<file path="src/rtl/core/pis_pkg.sv">
// ----------------------------------------------------------------------------
// pis_pkg
// Shared types and register indexes for the PID controller with integral
// separation.
// ----------------------------------------------------------------------------
package pis_pkg;

    localparam int unsigned CfgIdxW  = 3;
    localparam int unsigned CfgDataW = 32;

    localparam logic [CfgIdxW-1:0] CFG_GAIN_P      = 3'd0;
    localparam logic [CfgIdxW-1:0] CFG_GAIN_I      = 3'd1;
    localparam logic [CfgIdxW-1:0] CFG_GAIN_D      = 3'd2;
    localparam logic [CfgIdxW-1:0] CFG_SUM_LIMIT   = 3'd3;
    localparam logic [CfgIdxW-1:0] CFG_DRIVE_LIMIT = 3'd4;
    localparam logic [CfgIdxW-1:0] CFG_SEP_GAP     = 3'd5;

    localparam logic [30:0] SumLimitReset   = 31'h7FFF_FFFF;
    localparam logic [14:0] DriveLimitReset = 15'h7FFF;

    typedef struct packed {
        logic signed [15:0] setpoint;
        logic signed [15:0] feedback;
    } t_in;

    typedef struct packed {
        logic signed [15:0] drive;
        logic               integrating;
        logic               clipped;
    } t_out;

    typedef struct packed {
        logic signed [15:0] gain_p;
        logic signed [15:0] gain_i;
        logic signed [15:0] gain_d;
        logic [30:0]        sum_limit;
        logic [14:0]        drive_limit;
        logic [16:0]        separation_gap;
    } t_cfg;

    // Error stage result: operands for the three gain multiplies.
    typedef struct packed {
        logic signed [16:0] err;
        logic signed [17:0] diff;
        logic signed [31:0] sum;
        logic               in_gap;
    } t_err;

    // Multiply stage result: each product already shifted right by 8 (floor).
    typedef struct packed {
        logic signed [24:0] pterm;
        logic signed [39:0] iterm;
        logic signed [25:0] dterm;
        logic               in_gap;
    } t_terms;

endpackage

</file>
<file path="src/rtl/core/pid_integral_separation.sv">
// ----------------------------------------------------------------------------
// pid_integral_separation
// Positional PID controller with integral separation, fixed point.
// ----------------------------------------------------------------------------
// Each transfer on the input channel produces exactly one result transfer,
// passing through the input register, error stage, multiply stage and output
// register. A new item is taken every cycle while the output side does not
// stall; the error sum and previous error are updated in the error stage as
// each item passes, so consecutive items chain without gaps.
// Each stage holds its item while the stage after it is full and stalled,
// so the input keeps accepting until all four registers are occupied.
// Configuration writes are always accepted and must be made while no item
// is in flight.
module pid_integral_separation
    import pis_pkg::*;
(
    input  logic                i_clk,
    input  logic                i_rst_n,
    input  logic                i_in_valid,
    output logic                o_in_ready,
    input  t_in                 i_in_data,
    output logic                o_out_valid,
    input  logic                i_out_ready,
    output t_out                o_out_data,
    input  logic                i_cfg_valid,
    output logic                o_cfg_ready,
    input  logic [CfgIdxW-1:0]  i_cfg_index,
    input  logic [CfgDataW-1:0] i_cfg_data
);

    t_cfg   w_cfg;
    logic   r_in_valid;
    t_in    r_in_data;
    logic   w_in_load;
    logic   w_err_ready;
    logic   w_err_valid;
    t_err   w_err_data;
    logic   w_mul_ready;
    logic   w_mul_valid;
    t_terms w_mul_data;
    logic   w_mix_ready;

    assign o_cfg_ready = 1'b1;

    pis_cfg u_cfg (
        .i_clk   (i_clk),
        .i_rst_n (i_rst_n),
        .i_wr    (i_cfg_valid),
        .i_index (i_cfg_index),
        .i_data  (i_cfg_data),
        .o_cfg   (w_cfg)
    );

    assign w_in_load  = !r_in_valid || w_err_ready;
    assign o_in_ready = w_in_load;

    always_ff @(posedge i_clk) begin
        if (!i_rst_n) begin
            r_in_valid <= 1'b0;
        end else if (w_in_load) begin
            r_in_valid <= i_in_valid;
        end
    end

    always_ff @(posedge i_clk) begin
        if (w_in_load && i_in_valid) begin
            r_in_data <= i_in_data;
        end
    end

    pis_err u_err (
        .i_clk   (i_clk),
        .i_rst_n (i_rst_n),
        .i_cfg   (w_cfg),
        .i_valid (r_in_valid),
        .o_ready (w_err_ready),
        .i_data  (r_in_data),
        .o_valid (w_err_valid),
        .i_ready (w_mul_ready),
        .o_data  (w_err_data)
    );

    pis_mul u_mul (
        .i_clk   (i_clk),
        .i_rst_n (i_rst_n),
        .i_cfg   (w_cfg),
        .i_valid (w_err_valid),
        .o_ready (w_mul_ready),
        .i_data  (w_err_data),
        .o_valid (w_mul_valid),
        .i_ready (w_mix_ready),
        .o_data  (w_mul_data)
    );

    pis_mix u_mix (
        .i_clk   (i_clk),
        .i_rst_n (i_rst_n),
        .i_cfg   (w_cfg),
        .i_valid (w_mul_valid),
        .o_ready (w_mix_ready),
        .i_data  (w_mul_data),
        .o_valid (o_out_valid),
        .i_ready (i_out_ready),
        .o_data  (o_out_data)
    );

endmodule

</file>
<file path="src/rtl/core/pis_cfg.sv">
// ----------------------------------------------------------------------------
// pis_cfg
// Configuration register file: gains, clamp limits and separation gap.
// ----------------------------------------------------------------------------
module pis_cfg
    import pis_pkg::*;
(
    input  logic                i_clk,
    input  logic                i_rst_n,
    input  logic                i_wr,
    input  logic [CfgIdxW-1:0]  i_index,
    input  logic [CfgDataW-1:0] i_data,
    output t_cfg                o_cfg
);

    t_cfg r_cfg;

    always_ff @(posedge i_clk) begin
        if (!i_rst_n) begin
            r_cfg.gain_p         <= '0;
            r_cfg.gain_i         <= '0;
            r_cfg.gain_d         <= '0;
            r_cfg.sum_limit      <= SumLimitReset;
            r_cfg.drive_limit    <= DriveLimitReset;
            r_cfg.separation_gap <= '0;
        end else if (i_wr) begin
            case (i_index)
                CFG_GAIN_P:      r_cfg.gain_p         <= i_data[15:0];
                CFG_GAIN_I:      r_cfg.gain_i         <= i_data[15:0];
                CFG_GAIN_D:      r_cfg.gain_d         <= i_data[15:0];
                CFG_SUM_LIMIT:   r_cfg.sum_limit      <= i_data[30:0];
                CFG_DRIVE_LIMIT: r_cfg.drive_limit    <= i_data[14:0];
                CFG_SEP_GAP:     r_cfg.separation_gap <= i_data[16:0];
                default: begin
                end
            endcase
        end
    end

    assign o_cfg = r_cfg;

endmodule

</file>
<file path="src/rtl/core/pis_err.sv">
// ----------------------------------------------------------------------------
// pis_err
// Error stage: forms the error and its difference, and updates the error sum
// (clamped, cleared outside the separation gap) and previous error per item.
// ----------------------------------------------------------------------------
module pis_err
    import pis_pkg::*;
(
    input  logic i_clk,
    input  logic i_rst_n,
    input  t_cfg i_cfg,
    input  logic i_valid,
    output logic o_ready,
    input  t_in  i_data,
    output logic o_valid,
    input  logic i_ready,
    output t_err o_data
);

    logic               r_valid;
    t_err               r_data;
    logic signed [16:0] r_prev;
    logic signed [31:0] r_sum;

    logic               w_load;
    logic signed [16:0] w_err;
    logic [16:0]        w_mag;
    logic               w_inside;
    logic signed [32:0] w_acc;
    logic signed [31:0] w_sat;
    logic signed [31:0] w_lim;
    logic signed [31:0] w_clamp;
    logic signed [31:0] n_sum;
    logic signed [17:0] w_diff;

    assign w_load  = !r_valid || i_ready;
    assign o_ready = w_load;

    always_comb begin
        w_err    = {i_data.setpoint[15], i_data.setpoint}
                 - {i_data.feedback[15], i_data.feedback};
        w_mag    = w_err[16] ? 17'(-w_err) : w_err;
        w_inside = w_mag < i_cfg.separation_gap;
        w_acc    = {r_sum[31], r_sum} + {{16{w_err[16]}}, w_err};
        // Saturate to 32 bits before the programmable clamp.
        if (w_acc[32] != w_acc[31]) begin
            w_sat = w_acc[32] ? 32'sh8000_0000 : 32'sh7FFF_FFFF;
        end else begin
            w_sat = w_acc[31:0];
        end
        w_lim = {1'b0, i_cfg.sum_limit};
        if (w_sat > w_lim) begin
            w_clamp = w_lim;
        end else if (w_sat < -w_lim) begin
            w_clamp = -w_lim;
        end else begin
            w_clamp = w_sat;
        end
        n_sum  = w_inside ? w_clamp : '0;
        w_diff = {w_err[16], w_err} - {r_prev[16], r_prev};
    end

    always_ff @(posedge i_clk) begin
        if (!i_rst_n) begin
            r_valid <= 1'b0;
            r_prev  <= '0;
            r_sum   <= '0;
        end else if (w_load) begin
            r_valid <= i_valid;
            if (i_valid) begin
                r_prev <= w_err;
                r_sum  <= n_sum;
            end
        end
    end

    always_ff @(posedge i_clk) begin
        if (w_load && i_valid) begin
            r_data.err    <= w_err;
            r_data.diff   <= w_diff;
            r_data.sum    <= n_sum;
            r_data.in_gap <= w_inside;
        end
    end

    assign o_valid = r_valid;
    assign o_data  = r_data;

endmodule

</file>
<file path="src/rtl/core/pis_mul.sv">
// ----------------------------------------------------------------------------
// pis_mul
// Multiply stage: the three Q8.8 gain products, each scaled back by 8 bits.
// ----------------------------------------------------------------------------
module pis_mul
    import pis_pkg::*;
(
    input  logic   i_clk,
    input  logic   i_rst_n,
    input  t_cfg   i_cfg,
    input  logic   i_valid,
    output logic   o_ready,
    input  t_err   i_data,
    output logic   o_valid,
    input  logic   i_ready,
    output t_terms o_data
);

    logic               r_valid;
    t_terms             r_data;
    logic               w_load;
    logic signed [32:0] w_p;
    logic signed [47:0] w_i;
    logic signed [33:0] w_d;

    assign w_load  = !r_valid || i_ready;
    assign o_ready = w_load;

    always_comb begin
        w_p = i_cfg.gain_p * i_data.err;
        w_i = i_cfg.gain_i * i_data.sum;
        w_d = i_cfg.gain_d * i_data.diff;
    end

    always_ff @(posedge i_clk) begin
        if (!i_rst_n) begin
            r_valid <= 1'b0;
        end else if (w_load) begin
            r_valid <= i_valid;
        end
    end

    // Dropping the low 8 bits of a two's complement product rounds toward
    // minus infinity.
    always_ff @(posedge i_clk) begin
        if (w_load && i_valid) begin
            r_data.pterm  <= w_p[32:8];
            r_data.iterm  <= w_i[47:8];
            r_data.dterm  <= w_d[33:8];
            r_data.in_gap <= i_data.in_gap;
        end
    end

    assign o_valid = r_valid;
    assign o_data  = r_data;

endmodule

</file>
<file path="src/rtl/core/pis_mix.sv">
// ----------------------------------------------------------------------------
// pis_mix
// Output stage: adds the three terms and clamps the total to the drive limit.
// ----------------------------------------------------------------------------
module pis_mix
    import pis_pkg::*;
(
    input  logic   i_clk,
    input  logic   i_rst_n,
    input  t_cfg   i_cfg,
    input  logic   i_valid,
    output logic   o_ready,
    input  t_terms i_data,
    output logic   o_valid,
    input  logic   i_ready,
    output t_out   o_data
);

    logic               r_valid;
    t_out               r_data;
    logic               w_load;
    logic signed [40:0] w_total;
    logic signed [40:0] w_lim;
    logic signed [40:0] w_clamp;
    logic               w_hit;

    assign w_load  = !r_valid || i_ready;
    assign o_ready = w_load;

    always_comb begin
        w_total = {{16{i_data.pterm[24]}}, i_data.pterm}
                + {i_data.iterm[39], i_data.iterm}
                + {{15{i_data.dterm[25]}}, i_data.dterm};
        w_lim   = {26'd0, i_cfg.drive_limit};
        if (w_total > w_lim) begin
            w_clamp = w_lim;
            w_hit   = 1'b1;
        end else if (w_total < -w_lim) begin
            w_clamp = -w_lim;
            w_hit   = 1'b1;
        end else begin
            w_clamp = w_total;
            w_hit   = 1'b0;
        end
    end

    always_ff @(posedge i_clk) begin
        if (!i_rst_n) begin
            r_valid <= 1'b0;
        end else if (w_load) begin
            r_valid <= i_valid;
        end
    end

    always_ff @(posedge i_clk) begin
        if (w_load && i_valid) begin
            r_data.drive       <= w_clamp[15:0];
            r_data.integrating <= i_data.in_gap;
            r_data.clipped     <= w_hit;
        end
    end

    assign o_valid = r_valid;
    assign o_data  = r_data;

endmodule
</file>
<file path="config.mk">
export PLATFORM = sky130hd
export DESIGN_NAME = pid_integral_separation
export DESIGN_NICKNAME = d
export VERILOG_FILES = /design/src/rtl/core/pis_pkg.sv /design/src/rtl/core/pid_integral_separation.sv /design/src/rtl/core/pis_cfg.sv /design/src/rtl/core/pis_err.sv /design/src/rtl/core/pis_mul.sv /design/src/rtl/core/pis_mix.sv
export SDC_FILE = /design/constraint.sdc
export NUM_CORES = 2
export LEC_CHECK = 0
export BUFFER_PORTS_ARGS = -buffer_cell sky130_fd_sc_hd__buf_2
export CAP_MARGIN = 20
export CORE_ASPECT_RATIO = 0.9
export CORE_MARGIN = 1.5
export CORE_UTILIZATION = 40
export CTS_CLUSTER_SIZE = 14
export DETAILED_ROUTE_END_ITERATION = 12
export GPL_TIMING_DRIVEN = 1
export PLACE_DENSITY = 0.65
export SKIP_LAST_GASP = 1
export SYNTH_ARGS = -nofsm -noshare
export SYNTH_HDL_FRONTEND = slang
export SYNTH_SLANG_ARGS = --single-unit
</file>
<file path="constraint.sdc">
create_clock -name i_clk -period 10.6 [get_ports i_clk]
set_input_delay 0.53 -clock i_clk [delete_from_list [all_inputs] [get_ports i_clk]]
set_output_delay 0.53 -clock i_clk [all_outputs]
set_load 0.01 [all_outputs]
</file>
# Word level (Yosys, flattened, before mapping)
# Cells that the tools add are included.
# op_classes
n_reduce_logical,20
eq_ne,6
mul,3
n_addsub,8
mux,9
n_lt_le_gt_ge,5
# ops
operator,count
$mux W32,5
$mul A16 B32 Y48,1
$add A25 B40 Y41,1
$add A41 B41 Y41,1
$gt A41 B16 Y1,1
$lt A41 B41 Y1,1
$neg A15 Y41,1
$mul A16 B18 Y34,1
$add A32 B17 Y33,1
$mul A16 B17 Y33,1
$gt A32 B32 Y1,1
$lt A32 B32 Y1,1
$neg A31 Y32,1
$sub A17 B17 Y18,1
$lt A17 B17 Y1,1
$mux W17,1
$neg A17 Y17,1
$sub A16 B16 Y17,1
$mux W16,1
$mux W15,1
$reduce_and A2 Y1,7
$eq A3 B2 Y1 const B,2
$eq A3 B3 Y1 const B,2
$logic_and A1 B1 Y1,4
6 further kinds,12
# totals
register_bits,374
output_inout_bits,21
in_bits,72

# Longest topological paths before layout
# logic_depth
ltp_word,8
ltp_mapped,48

# Cells and area by module
# A second synthesis with hierarchy kept.
# hier_totals
hier_cells,6897
hier_area_um2,63409.6
# modules_own_cells
mod,area_per_inst_um2,instances,seq_area_each_um2,cells_per_inst
pis_mul,40680.3,1,2782.7,4341
pis_err,11034.3,1,3042.9,1318
pis_mix,6318.6,1,560.5,781
pis_cfg,4346.7,1,2222.1,418
pid_integral_separation,1029.7,1,980.9,39

# Worst setup path before layout
# No wires, ideal clock.
# synth_path
path_kind,register to register
from,reg r_in_data[0] (netlist name)
to,"reg u_err.r_data, in the netlist u_err.o_data[3], data pin"
period_less_slack_ns,9.328
t_arrival_ns,9.058
path_slack_ns,1.272
required_ns,10.330
stages_incl_launch_ff,45
path_buffers,4
cell_sequence,edfxtp_1 > ha_1 > inv_1 > fa_1 > a21o_1 > a21oi_1 > nor2b_1 > o21a_1 > o22ai_1 > or3_1 > a31oi_1 > nand2_1 > a31oi_2 > clkinv_1 > ha_1 > a21oi_1 > o21bai_1 > a21oi_1 > [9 not listed] > clkbuf_1 > inv_1 > a31oi_1 > or3b_2 > or3b_2 > ha_1 > a21o_1 > a21oi_1 > o21ai_0 > a21oi_1 > o21ai_0 > mux2i_1 > clkbuf_1 > clkbuf_1 > clkbuf_1 > o21ai_0 > o211ai_1 > a21oi_1
# synth_between
elab_chain_len,8
# synth_rtl
item,line,rtl
start: declaration,pid_integral_separation.sv:33,t_in r_in_data;
start signal: assignment,pid_integral_separation.sv:67,r_in_data <= i_in_data;
$sub A16 B16 Y17 *,pis_err.sv:41,"- {i_data.feedback[15], i_data.feedback};"
via u_err.w_err[16],pis_err.sv:26,logic signed [16:0] w_err;
$add A32 B17 Y33,pis_err.sv:44,"w_acc = {r_sum[31], r_sum} + {{16{w_err[16]}}, w_err};"
$mux W32 / $ne A1 B1 Y1 (equally long branches),"pis_err.sv:47, pis_err.sv:46",
$mux W32,pis_err.sv:46,if (w_acc[32] != w_acc[31]) begin
$lt A32 B32 Y1,pis_err.sv:54,end else if (w_sat < -w_lim) begin
$mux W32,pis_err.sv:54,
$mux W32,pis_err.sv:52,if (w_sat > w_lim) begin
$mux W32 *,pis_err.sv:59,n_sum = w_inside ? w_clamp : '0;
via u_err.n_sum[2],pis_err.sv:33,logic signed [31:0] n_sum;
end: declaration,pis_err.sv:21,t_err r_data;
# The timed path passes the listed nets; every way through them passes the cells marked *.
# A chain may end at the register's enable or synchronous reset.

# Worst setup path after layout
# layout_path
from,reg r_in_data[0] (netlist name)
to,reg u_err.r_sum[21]
# layout_between
elab_chain_len,8
# layout_rtl
item,line,rtl
$sub A16 B16 Y17 *,pis_err.sv:41,
via u_err.w_err[12],pis_err.sv:26,
$add A32 B17 Y33,pis_err.sv:44,
$mux W32 / $ne A1 B1 Y1 (equally long branches),"pis_err.sv:47, pis_err.sv:46",
$mux W32,pis_err.sv:46,
$lt A32 B32 Y1,pis_err.sv:54,
$mux W32,pis_err.sv:54,
$mux W32,pis_err.sv:52,
$mux W32 *,pis_err.sv:59,
end signal: assignment,pis_err.sv:72,r_sum <= n_sum;
end: declaration,pis_err.sv:23,logic signed [31:0] r_sum;
# Marks and branches as above.

==> metrics.csv <==
metric,value,unit
track_usage,0.227,
fin_util,0.430,
drc,0,
finalMaxSlewViolations,0,
finalWirelength,175000,um
power.density,122,mW/mm^2
ys_types,92,
core_area,0.153,mm^2
cts_buffers,47,
vias,46300,
synth_compound_area_frac,0.0979,
maxCapViolCount,0,
critPathSlowestCell,xnor2_1,
cts_tree,yes,
layout_min_cycle_time,9.92,ns
synth-seq-cells,374,
endpoint_kind,register,
worstSetupPathType,reg -> reg,
avgSynthCellArea,9.23,um^2
worstPathRequired,11.11,ns
seq_area_frac_synth,0.156,
fmax,101,MHz
synthCells,6666,
synth_top_family_by_area,adder cells,
setup_ws,0.675,ns
cts-root-buf,clkbuf_16,
dp.final_hpwl,138000,um
nNetsFinal,8283,
cp_max_fo,39,
yosys.area_share.xor_xnor,0.0330,
rsz0062_at_grt,false,
fin_crit_sh,0.936,
cts.htree.levels,2,
cp.arrival,10.43,ns
yosys_warnings,0,
synth-edff-count,210,
finalSetupTns,0,ns
grt_overflow_total,0,
ant_nets,0,
clk_pin_slew,0.06,ns
worst_setup_path_start_kind,register,
dr.pass1.iters,5,
fill_cells,14800,
synth_ff_type,edfxtp_1,
synth_area,0.0615,mm^2
setup_viol,0,
gp_congestion,0.931,
tightest_slew,1.12,ns
die_x,416,um
final_hold_viol_count,0,
muxShareOfSynthArea,0.00220,
grt_pass1_wl,276000,um
die_area,0.156,mm^2
drive_gt1_frac,0.0437,
synthAdderAreaFrac,0.461,
io_pins,93,
area_growth_syn_to_layout,6.62,%
hp-class,in -> reg,
syn_nets,8350,
grt_pass1_vias,48100,
cts_sinks,374,
irDropWorstVdd,0.146,mV
clock_skew,0.0456,ns
rows,136,
dp_slack,-0.0114,ns
leakage,27.6,nW
die_h,375,um
yosys.area_share.simple,0.157,
port_buffers,90,
antenna_found_initial,16,
start_util,0.403,
cts_hold_buf,0,
crit_top_cell,ha_1,
cpPeakStageDelay,0.61,ns
grt_max_degree,86,
drt_iter0_markers,3824,
insertion_delay,0.63,ns
avgRoutedWirePerCell,20.2,um
slew_headroom,0.253,
clockBufferDepth,3,
viasPerCell,5.36,
status,"finished, final reports clean",
async_reset_ff_frac,0,
synth_stat cells, types with 111 or more instances:
library cell / count / area share
inv_1: 1244 / 0.076
fa_1: 1093 / 0.36
nand2_1: 1008 / 0.061
ha_1: 519 / 0.11
and2_1: 396 / 0.040
clkbuf_1: 258 / 0.016
edfxtp_1: 210 / 0.10
nor2_1: 195 / 0.012
a21oi_1: 176 / 0.014
xnor2_1: 171 / 0.024
dfxtp_1: 164 / 0.053
o21ai_0: 160 / 0.013
a21o_1: 111 / 0.014
path summary, 6_finish.rpt:
check | slack, ns | end | depth (start not counted) | start
max reg2reg | 0.68 | u_err.r_sum[21] | 39 | r_in_data[0]
min reg2reg | 0.42 | u_mix.o_data[1] | 0 | u_mul.o_data[0]
max | 0.68 | u_err.r_sum[21] | 39 | r_in_data[0]
min | 0.09 | r_in_data[1] | 1 | i_in_data[1]
cell usage in the layout (no fill, tap or decap), types with 18 or more instances in the layout:
cell	instances
nor2b_1	33
a21o_1	111
a21oi_1	176
ha_1	519
dfxtp_1	160
nand2_1	1008
and3_1	20
o21a_1	46
buf_4	66
fa_1	1093
o21ai_0	160
nand3_1	53
clkbuf_16	48
nor3_1	69
nand4_1	53
or3_1	18
a21boi_0	88
o211ai_1	64
nor4_1	25
nor2_1	190
o21bai_1	24
nand2b_1	89
xnor2_1	171
a211oi_1	27
buf_2	89
xor2_1	61
a31oi_1	19
and2_1	396
edfxtp_1	210
inv_1	1243
logic make-up (layout without fill, tap and decap cells):
kind of cell | Yosys count | after routing
XOR/XNOR | 232 | 232
AND/OR/NAND/NOR | 2025 | 2025
AO/OA/AOI/OAI | 891 | 891
adder cells (fa/ha/maj) | 1612 | 1612
flip-flops | 374 | 374
buffers and inverters | 1518 | 1490
other | 1 | 6
multiplexers | 13 | 13
stage by stage:
| step | cells | hold WS, ns | cell area (um^2) | power [mW] |
|---|---|---|---|---|
| global placement | 8547 | 0.405 | 64000 | 6.17 |
| global route | 8641 | 0.0636 | 65600 | 8.54 |
| CTS | 8635 | 0.0570 | 65500 | 7.94 |
| floorplan | 6666 | 0.400 | 61500 | 4.85 |
| finish | 8644 | 0.0924 | 65600 | 8.00 |
| detailed placement | 8547 | 0.408 | 64000 | 6.25 |
repair_timing:
action,4_1_cts,5_1_grt
setup buffers,0,4
gates resized for setup,1,10
endpoints found under the setup margin,1,64
hold endpoints to repair,0,0
cloned,0,0
cell type report:
type,count,area (um^2),area share
multi-input cells,4774,46300,0.706
flip-flops and latches,374,9590,0.146
repair buffers,157,963,0.0147
clock buffers,63,1270,0.0193
clock inverters,25,284,0.00433
inverters,1245,4680,0.0713
well taps,2001,2500,0.0382
diodes,5,12.5,0.000191
registers in the layout, indices dropped and copies added (netlist names):
name,cells
u_cfg.o_cfg,111
u_mul.o_data,92
u_err.o_data,68
r_in_data,32
u_err.r_sum,32
u_mix.o_data,18
u_err.r_prev,17
r_in_valid,1
u_err.o_valid,1
u_mix.o_valid,1
u_mul.o_valid,1
worst max-delay path, delay by kind of cell, from the launching register on:
| kind | cells | cell delay [ns] |
|---|---|---|
| AO/OA/AOI/OAI | 15 | 2.82 |
| XOR/XNOR | 2 | 0.72 |
| adder cells (fa/ha/maj) | 5 | 1.52 |
| buffers and inverters | 4 | 0.92 |
| flip-flops | 1 | 0.39 |
| AND/OR/NAND/NOR | 13 | 3.43 |
layer usage:
| layer | global-route usage | wire length, um | up-vias | share of wire |
|---|---|---|---|---|
| met1 | 0.315 | 76200 | 23500 | 0.44 |
| met4 | 0.0634 | 5420 | 4 | 0.031 |
| met3 | 0.0381 | 13800 | 247 | 0.079 |
| met2 | 0.365 | 79500 | 1602 | 0.45 |
| met5 | 0 | 23 | - | 0.00013 |
| li1 | - | - | 20900 | - |
where the power goes:
group          switching (mW)  leakage (nW)  internal [mW]
Combinational            2.55          23.6           1.58
Sequential              0.448          3.32           1.77
Clock                   0.704         0.739          0.951
Total                    3.70          27.6           4.30
No activity file was read; power rests on OpenSTA's default activity.
